$ cat config.mk
export PLATFORM = sky130hd
export DESIGN_NAME = terminal_output_line_cleaner
export DESIGN_NICKNAME = d
export VERILOG_FILES = /design/src/rtl/tolc_pkg.sv /design/src/rtl/terminal_output_line_cleaner.sv /design/src/rtl/tolc_ctrl.sv /design/src/rtl/tolc_datapath.sv
export SDC_FILE = /design/constraint.sdc
export NUM_CORES = 1
export LEC_CHECK = 0
export ABC_AREA = 1
export ABC_CLOCK_PERIOD_IN_PS = 9000
export BUFFER_PORTS_ARGS = -buffer_cell sky130_fd_sc_hd__buf_2
export CAP_MARGIN = 40
export CELL_PAD_IN_SITES_DETAIL_PLACEMENT = 1
export CELL_PAD_IN_SITES_GLOBAL_PLACEMENT = 1
export CORE_ASPECT_RATIO = 0.5
export CORE_MARGIN = 3
export CORE_UTILIZATION = 45
export CTS_CLUSTER_SIZE = 16
export DETAILED_ROUTE_END_ITERATION = 10
export PLACE_DENSITY = 0.79
export RECOVER_POWER = 100
export SYNTH_ARGS = -nofsm -noshare
export SYNTH_HDL_FRONTEND = slang
export SYNTH_SLANG_ARGS = --single-unit
$ cat constraint.sdc
create_clock -name clock -period 9 [get_ports clock]
set_input_delay 0 -clock clock [delete_from_list [all_inputs] [get_ports clock]]
set_output_delay 0 -clock clock [all_outputs]
set_load 0.01 [all_outputs]
$ cat src/rtl/tolc_pkg.sv
// Shared types and constants for the terminal output line cleaner.
// No dependencies; used by tolc_ctrl, tolc_datapath and the top level.
package tolc_pkg;

   localparam logic [7:0] CH_BS     = 8'h08;
   localparam logic [7:0] CH_LF     = 8'h0A;
   localparam logic [7:0] CH_CR     = 8'h0D;
   localparam logic [7:0] CH_ESC    = 8'h1B;
   localparam logic [7:0] CH_LBRACK = 8'h5B;
   localparam logic [7:0] CH_QMARK  = 8'h3F;
   localparam logic [7:0] CH_SEMI   = 8'h3B;
   localparam logic [7:0] CH_ZERO   = 8'h30;
   localparam logic [7:0] CH_NINE   = 8'h39;
   localparam logic [7:0] CH_UPPER_A = 8'h41;
   localparam logic [7:0] CH_UPPER_Z = 8'h5A;
   localparam logic [7:0] CH_LOWER_A = 8'h61;
   localparam logic [7:0] CH_LOWER_Z = 8'h7A;
   localparam logic [7:0] CH_H      = 8'h68;
   localparam logic [7:0] CH_L      = 8'h6C;
   localparam logic [7:0] CH_M      = 8'h6D;

   typedef enum logic [1:0] {
      PH_IDLE,
      PH_ESC,
      PH_BRACKET,
      PH_PARAMS
   } phase_type;

   typedef enum logic [1:0] {
      ST_IDLE,
      ST_REPLAY,
      ST_PLAIN,
      ST_EMIT
   } state_type;

   typedef enum logic [2:0] {
      OP_NONE,
      OP_STEP,
      OP_LATCH,
      OP_REPLAY,
      OP_PLAIN,
      OP_EMIT
   } op_type;

   typedef struct packed {
      logic need_release;
      logic emits;
      logic replay_last;
      logic latched_emits;
      logic emit_last;
   } status_type;

endpackage

$ cat src/rtl/terminal_output_line_cleaner.sv
// Terminal output line cleaner: strips colour and private-mode escapes, edits lines.
// A plain byte or a kept or dropped escape byte is handled at once; a rejected escape
// sequence's held bytes are replayed (one store write per held byte), then the new item.
// A newline or flush then emits max(1, line length) transfers at one per cycle
// whenever rsp_tready is high, paced by the line store's single registered read port.
// Synchronous reset clears cursor, mark, escape state and overflow; stores are kept.
module terminal_output_line_cleaner #(
   parameter int LINE_MAX = 64,
   parameter int HOLD_MAX = 16
) (
   input  logic       clock,
   input  logic       reset,
   input  logic       req_tvalid,
   output logic       req_tready,
   input  logic [7:0] req_tdata,  // [7:0] data_byte
   input  logic       req_tuser,  // [0] mode
   output logic       rsp_tvalid,
   input  logic       rsp_tready,
   output logic [7:0] rsp_tdata,  // [7:0] line_byte
   output logic       rsp_tlast,
   output logic [2:0] rsp_tuser   // [0] line_empty, [1] line_ended, [2] line_truncated
);

   tolc_pkg::op_type     op;
   tolc_pkg::status_type status;
   logic                 empty, ended, truncated;

   tolc_ctrl u_ctrl (
      .clock      (clock),
      .reset      (reset),
      .req_tvalid (req_tvalid),
      .req_tready (req_tready),
      .rsp_tvalid (rsp_tvalid),
      .rsp_tready (rsp_tready),
      .status     (status),
      .op         (op)
   );

   tolc_datapath #(
      .LINE_MAX (LINE_MAX),
      .HOLD_MAX (HOLD_MAX)
   ) u_datapath (
      .clock         (clock),
      .reset         (reset),
      .op            (op),
      .req_mode      (req_tuser),
      .req_byte      (req_tdata),
      .status        (status),
      .rsp_byte      (rsp_tdata),
      .rsp_last      (rsp_tlast),
      .rsp_empty     (empty),
      .rsp_ended     (ended),
      .rsp_truncated (truncated)
   );

   assign rsp_tuser = {truncated, ended, empty};

endmodule

$ cat src/rtl/tolc_ctrl.sv
// Sequencer for the line cleaner: accepts items, runs escape replay and line emission.
// Depends on tolc_pkg; drives tolc_datapath through an op code and reads its status.
module tolc_ctrl (
   input  logic                clock,
   input  logic                reset,
   input  logic                req_tvalid,
   output logic                req_tready,
   output logic                rsp_tvalid,
   input  logic                rsp_tready,
   input  tolc_pkg::status_type status,
   output tolc_pkg::op_type     op
);

   tolc_pkg::state_type state_ff, state_in;

   always_ff @(posedge clock) begin
      if (reset) begin
         state_ff <= tolc_pkg::ST_IDLE;
      end else begin
         state_ff <= state_in;
      end
   end

   always_comb begin
      state_in   = state_ff;
      op         = tolc_pkg::OP_NONE;
      req_tready = 1'b0;
      rsp_tvalid = 1'b0;
      case (state_ff)
         tolc_pkg::ST_IDLE: begin
            req_tready = 1'b1;
            if (req_tvalid) begin
               if (status.need_release) begin
                  op       = tolc_pkg::OP_LATCH;
                  state_in = tolc_pkg::ST_REPLAY;
               end else begin
                  op = tolc_pkg::OP_STEP;
                  if (status.emits) begin
                     state_in = tolc_pkg::ST_EMIT;
                  end
               end
            end
         end
         tolc_pkg::ST_REPLAY: begin
            op = tolc_pkg::OP_REPLAY;
            if (status.replay_last) begin
               state_in = tolc_pkg::ST_PLAIN;
            end
         end
         tolc_pkg::ST_PLAIN: begin
            op = tolc_pkg::OP_PLAIN;
            state_in = status.latched_emits ? tolc_pkg::ST_EMIT : tolc_pkg::ST_IDLE;
         end
         tolc_pkg::ST_EMIT: begin
            rsp_tvalid = 1'b1;
            if (rsp_tready) begin
               op = tolc_pkg::OP_EMIT;
               if (status.emit_last) begin
                  state_in = tolc_pkg::ST_IDLE;
               end
            end
         end
         default: begin
            state_in = tolc_pkg::ST_IDLE;
         end
      endcase
   end

endmodule

$ cat src/rtl/tolc_datapath.sv
// Datapath of the line cleaner: line store, held escape bytes, cursor and escape decode.
// Depends on tolc_pkg; sequenced by tolc_ctrl.
module tolc_datapath #(
   parameter int LINE_MAX = 64,
   parameter int HOLD_MAX = 16
) (
   input  logic                 clock,
   input  logic                 reset,
   input  tolc_pkg::op_type     op,
   input  logic                 req_mode,
   input  logic [7:0]           req_byte,
   output tolc_pkg::status_type status,
   output logic [7:0]           rsp_byte,
   output logic                 rsp_last,
   output logic                 rsp_empty,
   output logic                 rsp_ended,
   output logic                 rsp_truncated
);

   localparam int IW  = $clog2(LINE_MAX);
   localparam int CW  = $clog2(LINE_MAX + 1);
   localparam int HIW = $clog2(HOLD_MAX);
   localparam int HCW = $clog2(HOLD_MAX + 1);

   logic [7:0] line_mem [LINE_MAX];
   logic [7:0] hold_mem [HOLD_MAX];

   logic [CW-1:0]       cursor_ff, cursor_in, mark_ff, mark_in;
   tolc_pkg::phase_type phase_ff, phase_in;
   logic                priv_ff, priv_in, ovf_ff, ovf_in;
   logic [HCW-1:0]      hc_ff, hc_in;
   logic [HIW-1:0]      rp_ff, rp_in;
   logic [IW-1:0]       ptr_ff, ptr_in;
   logic [7:0]          byte_ff, byte_in;
   logic                mode_ff, mode_in, ended_ff, ended_in;
   logic [7:0]          rd_ff, hold_rd_ff;

   logic          lwe, hwe, lit_en, do_plain;
   logic [IW-1:0] lwa;
   logic [HIW-1:0] hwa;
   logic [7:0]    hwd, lit_byte, pb;
   logic [CW-1:0] len, cur_back;
   logic          is_digit, is_letter, room, in_seq, absorb, drop, last_rep;

   assign len       = (cursor_ff > mark_ff) ? cursor_ff : mark_ff;
   assign is_digit  = ((req_byte >= tolc_pkg::CH_ZERO) && (req_byte <= tolc_pkg::CH_NINE))
                      || (req_byte == tolc_pkg::CH_SEMI);
   assign is_letter = ((req_byte >= tolc_pkg::CH_UPPER_A) && (req_byte <= tolc_pkg::CH_UPPER_Z))
                      || ((req_byte >= tolc_pkg::CH_LOWER_A) && (req_byte <= tolc_pkg::CH_LOWER_Z));
   assign room      = hc_ff < HCW'(HOLD_MAX);
   assign in_seq    = (phase_ff == tolc_pkg::PH_BRACKET) || (phase_ff == tolc_pkg::PH_PARAMS);

   always_comb begin
      absorb = 1'b0;
      case (phase_ff)
         tolc_pkg::PH_ESC:     absorb = room && (req_byte == tolc_pkg::CH_LBRACK);
         tolc_pkg::PH_BRACKET: absorb = room && ((req_byte == tolc_pkg::CH_QMARK) || is_digit);
         tolc_pkg::PH_PARAMS:  absorb = room && is_digit;
         default:              absorb = 1'b0;
      endcase
   end

   assign drop = in_seq && is_letter && !absorb &&
                 (priv_ff ? ((req_byte == tolc_pkg::CH_H) || (req_byte == tolc_pkg::CH_L))
                          : (req_byte == tolc_pkg::CH_M));

   assign last_rep = (HCW'(rp_ff) + HCW'(1)) == hc_ff;

   assign status.need_release  = (phase_ff != tolc_pkg::PH_IDLE) &&
                                 (req_mode || (!absorb && !drop));
   assign status.emits         = (phase_ff == tolc_pkg::PH_IDLE) &&
                                 (req_mode || (req_byte == tolc_pkg::CH_LF));
   assign status.replay_last   = last_rep;
   assign status.latched_emits = mode_ff || (byte_ff == tolc_pkg::CH_LF);
   assign status.emit_last     = (len == '0) || ((CW'(ptr_ff) + CW'(1)) == len);

   assign rsp_empty     = (len == '0);
   assign rsp_byte      = rsp_empty ? 8'h00 : rd_ff;
   assign rsp_last      = status.emit_last;
   assign rsp_ended     = ended_ff;
   assign rsp_truncated = ovf_ff;

   assign cur_back = (cursor_ff != '0) ? (cursor_ff - CW'(1)) : '0;
   assign do_plain = ((op == tolc_pkg::OP_STEP) && (phase_ff == tolc_pkg::PH_IDLE) && !req_mode)
                     || ((op == tolc_pkg::OP_PLAIN) && !mode_ff);
   assign pb       = (op == tolc_pkg::OP_PLAIN) ? byte_ff : req_byte;

   always_comb begin
      cursor_in = cursor_ff;
      mark_in   = mark_ff;
      phase_in  = phase_ff;
      priv_in   = priv_ff;
      hc_in     = hc_ff;
      ovf_in    = ovf_ff;
      rp_in     = rp_ff;
      ptr_in    = ptr_ff;
      byte_in   = byte_ff;
      mode_in   = mode_ff;
      ended_in  = ended_ff;
      lit_en    = 1'b0;
      lit_byte  = pb;
      hwe       = 1'b0;
      hwa       = hc_ff[HIW-1:0];
      hwd       = req_byte;
      lwe       = 1'b0;
      lwa       = cursor_ff[IW-1:0];

      if (op == tolc_pkg::OP_STEP || op == tolc_pkg::OP_LATCH) begin
         ended_in = !req_mode;
      end
      if (op == tolc_pkg::OP_LATCH) begin
         byte_in = req_byte;
         mode_in = req_mode;
      end

      if (op == tolc_pkg::OP_STEP && phase_ff != tolc_pkg::PH_IDLE && !req_mode) begin
         if (absorb) begin
            hwe   = 1'b1;
            hc_in = hc_ff + HCW'(1);
            if (phase_ff == tolc_pkg::PH_ESC) begin
               phase_in = tolc_pkg::PH_BRACKET;
            end else begin
               phase_in = tolc_pkg::PH_PARAMS;
               if (phase_ff == tolc_pkg::PH_BRACKET && req_byte == tolc_pkg::CH_QMARK) begin
                  priv_in = 1'b1;
               end
            end
         end else if (drop) begin
            hc_in    = '0;
            phase_in = tolc_pkg::PH_IDLE;
            priv_in  = 1'b0;
         end
      end

      if (do_plain) begin
         case (pb)
            tolc_pkg::CH_BS: begin
               cursor_in = cur_back;
               if (mark_ff == (cur_back + CW'(1))) begin
                  mark_in = mark_ff - CW'(1);
               end
            end
            tolc_pkg::CH_CR: begin
               mark_in   = len;
               cursor_in = '0;
            end
            tolc_pkg::CH_LF: begin
            end
            tolc_pkg::CH_ESC: begin
               hwe      = 1'b1;
               hwa      = '0;
               hwd      = pb;
               hc_in    = HCW'(1);
               phase_in = tolc_pkg::PH_ESC;
               priv_in  = 1'b0;
            end
            default: begin
               lit_en = 1'b1;
            end
         endcase
      end

      if (op == tolc_pkg::OP_REPLAY) begin
         lit_en   = 1'b1;
         lit_byte = hold_rd_ff;
         if (last_rep) begin
            rp_in    = '0;
            hc_in    = '0;
            phase_in = tolc_pkg::PH_IDLE;
            priv_in  = 1'b0;
         end else begin
            rp_in = rp_ff + HIW'(1);
         end
      end

      if (lit_en) begin
         if (cursor_ff < CW'(LINE_MAX)) begin
            lwe       = 1'b1;
            cursor_in = cursor_ff + CW'(1);
         end else begin
            ovf_in = 1'b1;
         end
      end

      if (op == tolc_pkg::OP_EMIT) begin
         if (status.emit_last) begin
            ptr_in = '0;
            if (ended_ff) begin
               cursor_in = '0;
               mark_in   = '0;
               ovf_in    = 1'b0;
            end
         end else begin
            ptr_in = ptr_ff + IW'(1);
         end
      end
   end

   always_ff @(posedge clock) begin
      if (reset) begin
         cursor_ff <= '0;
         mark_ff   <= '0;
         phase_ff  <= tolc_pkg::PH_IDLE;
         priv_ff   <= 1'b0;
         hc_ff     <= '0;
         ovf_ff    <= 1'b0;
         rp_ff     <= '0;
         ptr_ff    <= '0;
      end else begin
         cursor_ff <= cursor_in;
         mark_ff   <= mark_in;
         phase_ff  <= phase_in;
         priv_ff   <= priv_in;
         hc_ff     <= hc_in;
         ovf_ff    <= ovf_in;
         rp_ff     <= rp_in;
         ptr_ff    <= ptr_in;
      end
   end

   always_ff @(posedge clock) begin
      byte_ff  <= byte_in;
      mode_ff  <= mode_in;
      ended_ff <= ended_in;
   end

   // line store: one write port, registered read of the next column
   always_ff @(posedge clock) begin
      if (lwe) begin
         line_mem[lwa] <= lit_byte;
      end
      rd_ff <= line_mem[ptr_in];
   end

   // held escape bytes, read ahead for replay
   always_ff @(posedge clock) begin
      if (hwe) begin
         hold_mem[hwa] <= hwd;
      end
      hold_rd_ff <= hold_mem[rp_in];
   end

endmodule

* After elaboration in Yosys (flattened, before gate mapping) *
Memory sizes are Yosys's and may differ from the RTL's. A register that Yosys moved wholly into a read port is not among the register bits.
Index checks and enable logic that the tools add are counted.

operators by class
  reduce and logical (&&, ||, !) cells = 40
  add/subtract/negate cells = 9
  magnitude comparators = 9
  multiplexer cells = 84
  equal/unequal tests = 31

operator list
  operator             count
  $mux 7               13
  $eq 8x4->1 const B   5
  $mux 8               5
  $mux 5               7
  $eq 8x7->1 const B   4
  $mux 1               31
  $mux 2               15
  $pmux 7 s2           2
  $logic_and 1x1->1    18
  $eq 8x6->1 const B   2
  $ge 8x7->1 const B   2
  $le 8x7->1 const B   2
  $mux 4               4
  $add 7x1->7 const B  2
  $eq 7x7->1           2
  $sub 7x1->7 const B  2
  $mux 6               2
  $pmux 3 s4           1
  $logic_or 1x1->1     11
  $eq 2x2->1 const B   4
  $eq 8x5->1 const B   1
  $ge 8x6->1 const B   1
  $le 8x6->1 const B   1
  $pmux 2 s4           1
  other kinds (25)     35

word-level totals
  memories kept = 2
  input port bits = 13
  flip-flop bits (word level) = 45
  word-level logic and storage cells = 187
  bits in writable memories = 640

memory list
  memory               words  width  rd ports  clocked after Yosys merged registers in  write ports  RTL line             text
  u_datapath.line_mem  64     8      1         1                                        1            tolc_datapath.sv:25  logic [7:0] line_mem [LINE_MAX];
  u_datapath.hold_mem  16     8      1         1                                        1            tolc_datapath.sv:26  logic [7:0] hold_mem [HOLD_MAX];

* Longest topological paths before layout *
  word-level depth = 27
  mapped depth = 27
  gate-level depth less buffers = 24

* Hierarchy *
Synthesis repeated with hierarchy kept, for this count alone.

unflattened totals
  cells, all modules = 3,069
  area total of the unflattened synthesis = 32,134.6 um^2

by module, submodules not included
  module                        sequential area each (um^2)  cells each  area an instance (um^2)  times used
  tolc_datapath                 20,499.7                     3,033       31,921.9                 1
  tolc_ctrl                     40.0                         33          190.2                    1
  terminal_output_line_cleaner  0.0                          3           22.5                     1

* Worst setup path before layout *
No wires, ideal clock.

  path kind = register -> register
  from = register u_ctrl.state_ff[1]
  to = memory u_datapath.line_mem[0][5] (data pin)
  path buffers = 1
  clock period less this slack = 4.259 ns
  setup time = 0.702 ns
  stages on the path, launching flop included = 8
  arrival = 3.557 ns
  path slack = 4.741 ns
  cell sequence = dfxtp_1 > inv_1 > nor2_2 > inv_2 > buf_2 > nand2_1 > o21ai_0 > o21ai_0

on the way
  longest elaborated chain between the ends = 5

RTL lines
  what                                      RTL line              text
  start, declared                           tolc_ctrl.sv:14       tolc_pkg::state_type state_ff, state_in;
  start signal, assigned                    tolc_ctrl.sv:18       state_ff <= tolc_pkg::ST_IDLE;
  start signal, assigned                    tolc_ctrl.sv:20       state_ff <= state_in;
  $eq 2x2->1, or another cell as far along  tolc_ctrl.sv:29       case (state_ff)
  $pmux 3 s4 *                              tolc_ctrl.sv:29
  $eq 3x3->1                                tolc_datapath.sv:86   assign pb = (op == tolc_pkg::OP_PLAIN) ? byte_ff : req_byte;
  $mux 8                                    tolc_datapath.sv:86
  $mux 8 *                                  tolc_datapath.sv:163  if (op == tolc_pkg::OP_REPLAY) begin
  net u_datapath.lit_byte[5]                tolc_datapath.sv:41   logic [7:0] hwd, lit_byte, pb;
  end, declared                             tolc_datapath.sv:25

The timed path passes the listed nets; every way through them passes the cells marked *.

* Final worst setup path *
  from = register u_datapath.cursor_ff[0]
  to = register u_datapath.rd_ff[2], read port of u_datapath.line_mem

on the way
  longest elaborated chain between the ends = 6

RTL lines
  what                                           RTL line              text
  start, declared                                tolc_datapath.sv:28   logic [CW-1:0] cursor_ff, cursor_in, mark_ff, mark_in;
  start signal, assigned                         tolc_datapath.sv:210  cursor_ff <= cursor_in;
  $gt 7x7->1                                     tolc_datapath.sv:45   assign len = (cursor_ff > mark_ff) ? cursor_ff : mark_ff;
  $mux 7 *                                       tolc_datapath.sv:45
  $eq 7x7->1 or $logic_not 7->1 (tied branches)  tolc_datapath.sv:75   assign status.emit_last = (len == '0) || ((CW'(ptr_ff) + CW'(1)) == len);
  $logic_or 1x1->1 *                             tolc_datapath.sv:75
  $mux 6 *                                       tolc_datapath.sv:186  if (status.emit_last) begin
  $mux 6 *                                       tolc_datapath.sv:185  if (op == tolc_pkg::OP_EMIT) begin
  end, declared                                  tolc_datapath.sv:36   logic [7:0] rd_ff, hold_rd_ff;

Every way passes the cells marked *; elsewhere a longest branch is shown, timed or not.
A chain may end at the register's enable or synchronous reset.

==> metrics.csv <==
metric,value,unit
buffer depth of the longest clock path,3,
top layer in use,met5,
drt first pass iters,5,
"Period Utilization, post-route",78.4,%
largest net degree at the start of global routing,212,
H-tree depth,3,
Vias/cell,5.80,
ys async rst share,0,%
CP endpoint kind,flop,
GRT Overall Usage,26.3,%
main area contributors after synthesis,"edfxtp_1, nand3_1, nand2_1, inv_1, nand3b_1",
Max Cap Viol,14,
Initial Util,46.0,%
maximum vdd drop,0.213,mV
RD Place Congestion,0.890,
Die W,384,microns
ANT nets after route,0,
routed via count,23716,
Worst Skew,0.0335,ns
cells after synthesis,3111,
Hold Buf Count CTS,12,
Post-CTS Setup Bufs,0,
RSZ-0062 raised after global routing,no,
startpoint types,flop,
Syn Area/Cell,10.3,sq um
Worst EP arrival,7.56,ns
CTS root buffer,clkbuf_16,
post-layout net count,3121,
met1 WL,40.0,mm
TritonCTS clock tree,yes,
PostCTS Resize Cnt,0,
Syn Nets,3139,
Post-synth EDFFs,650,
# DRC,0,
synth unique cells,47,
cts bufs inserted,66,
layout cell share with drive strength beyond 1,4.77,%
flop-to-flop setup slack,1.94,ns
vias in the first global route,24984,
first-pass GRT wire length,151,mm
Die Area,74700,sq um
Yosys top cell area share,60.9,%
Fin. Hold Viols,0,
Fillers,7688,
1st-iter DRT viols,2630,
clock slew at reported path FFs,0.06,ns
CP max FO,57,
DPL Wire Length,58.9,mm
P&R area growth vs syn,9.73,%
Core Area,69800,sq um
critical path class,reg2reg,
number of port buffers,26,
Clock Sinks,701,
initial antenna violation count,2,
Max Slew Vio Count,764,
setup tns final,0,ns
WL/cell,24.0,microns
post-layout min period,7.06,ns
Synth Warn #,0,
Syn Std Cell Area,32100,sq um
r2r startpoint,u_datapath.cursor_ff[0],
R2R cell count,23,
gr ovfl total,0,
"flops & latches, synth",701,
Pwr Total,9.70,mW
Rel. slew slack,-160,%
die height,195,microns
metal2 WL,47.0,mm
Synth area leader,edfxtp_1,
violated checks,"max-capacitance violations, max-slew violations",
Commonest cells post-synth,"edfxtp_1, nand3_1, nand2_1",
Critical Path Start,u_datapath.cursor_ff[0],
FP Rows,68,
Hold WC Path Type,in2reg,
DR WL met3,7.37,mm
hold path start,req_tdata[2],
clk_lat worst skew,0.65,ns
Post-synth top flop,edfxtp_1,
Pwr per Cell Area,276,nW/um^2
Crit path required time,9.50,ns
"Setup violations, final",0,
status,"complete, but fails checks",
fmax,0.142,GHz
hold path cells,2,
most frequent cell after synthesis,edfxtp_1,
Routed WL,97.9,mm
hold endpoint,u_datapath.byte_ff[2],
RR Endpoint,u_datapath.rd_ff[2],
register area share after synthesis,64.0,%
Worst Max-Slew Pin Slew,3.90,ns
IO Count,27,
Leakage,13.1,nW
[worst max path at each step]
stage                           endpoint  cells after the start
6_report             u_datapath.rd_ff[2]                     23
5_1_grt              u_datapath.rd_ff[2]                     23
4_1_cts              u_datapath.rd_ff[2]                     23
3_5_place_dp         u_datapath.rd_ff[2]                     23
3_3_place_gp         u_datapath.rd_ff[2]                     23
2_1_floorplan  u_datapath.line_mem[0][5]                      7
[critical path: stages (launching register included)]
cell and delay, ns:
dfxtp_1 0.51, clkinv_1 0.33, ha_1 0.28, inv_1 0.05, nand3_1 0.05, nand2_1 0.07, nand2_1 0.06, nand2_1 0.29
nand2_1 0.30, nand2_1 0.16, nand2_1 0.10, nand2_1 0.07, nor3_1 0.05, nand2_1 0.17, nand3_1 0.19, nand2_4 0.11
clkinvlp_2 1.92, buf_4 1.01, nand3_1 0.17, nand3_1 0.16, nand3_1 0.30, nand3_1 0.23, nand3_1 0.15, nand2_1 0.08
[area by class of cell]
class | instances | area [sq um] | share of cell area (%)
flip-flops and latches | 701 | 20500 | 58.4
multi-input cells | 1823 | 9260 | 26.3
clock buffers | 92 | 1870 | 5.32
inverters | 409 | 1540 | 4.37
well taps | 945 | 1180 | 3.36
repair buffers | 92 | 553 | 1.57
clock inverters | 25 | 243 | 0.690
diodes | 1 | 2.50 | 0.00711
[stage by stage]
step                cells  instance area [sq um]  hold WS [ns]  worst slack, ns  util [%]
global placement     3941                  33000         0.228             3.57      47.3
floorplan            3111                  32100        0.0785             4.74         -
detailed placement   3958                  33200         0.227             3.44      47.5
finish               4088                  35200         0.224             1.94      50.4
global route         4087                  35200         0.213             1.47      50.4
CTS                  4087                  35400         0.109             3.39      50.7
[where the power goes]
group | switching (mW) | internal (mW) | total (mW)
Combinational | 2.02 | 0.596 | 2.61
Clock | 1.27 | 1.55 | 2.83
Sequential | 0.0788 | 4.18 | 4.26
Total | 3.37 | 6.33 | 9.70
[cells in the final DEF, fill, tap and decap left out, drive strengths merged, types with 17 or more instances in the layout]
cell type | synthesis | routed
nor3 | 23 | 23
nand4 | 17 | 17
dfxtp | 51 | 51
buf | 120 | 23
inv | 404 | 405
clkbuf | 58 | 149
nand3b | 193 | 193
nand3 | 626 | 626
clkinv | 5 | 24
nand2 | 473 | 473
a21oi | 25 | 25
o21ai | 74 | 74
nor2 | 293 | 293
o311ai | 30 | 30
edfxtp | 650 | 650
[state kept, by name, summed over array words and instances, names as in the netlist]
signal	count
u_datapath.rsp_ended	1
u_datapath.phase_ff	2
u_datapath.hold_mem	128
u_datapath.ptr_ff	6
u_datapath.priv_ff	1
u_ctrl.state_ff	2
u_datapath.hc_ff	5
u_datapath.rd_ff	8
u_datapath.line_mem	512
u_datapath.mark_ff	7
u_datapath.byte_ff	8
u_datapath.cursor_ff	7
u_datapath.rsp_truncated	1
u_datapath.mode_ff	1
u_datapath.hold_rd_ff	8
u_datapath.rp_ff	4
[logic make-up (layout without fill, tap and decap cells)]
group           Yosys count  after routing  synth area share (%)
simple gates           1635           1635                  24.4
other cells               0              1                     0
compound gates          152            152                  2.94
flops                   701            701                  64.0
fa+ha+maj                15             15                 0.585
buf+inv                 587            618                  7.46
xor+xnor                 21             21                 0.574
[metal layers]
layer / global-route usage (%) / up-vias
li1: - / 10597
met1: 34.5 / 11981
met2: 43.6 / 911
met3: 5.12 / 223
met4: 9.49 / 4
met5: 0 / -
No activity file was read; power rests on OpenSTA's default activity.
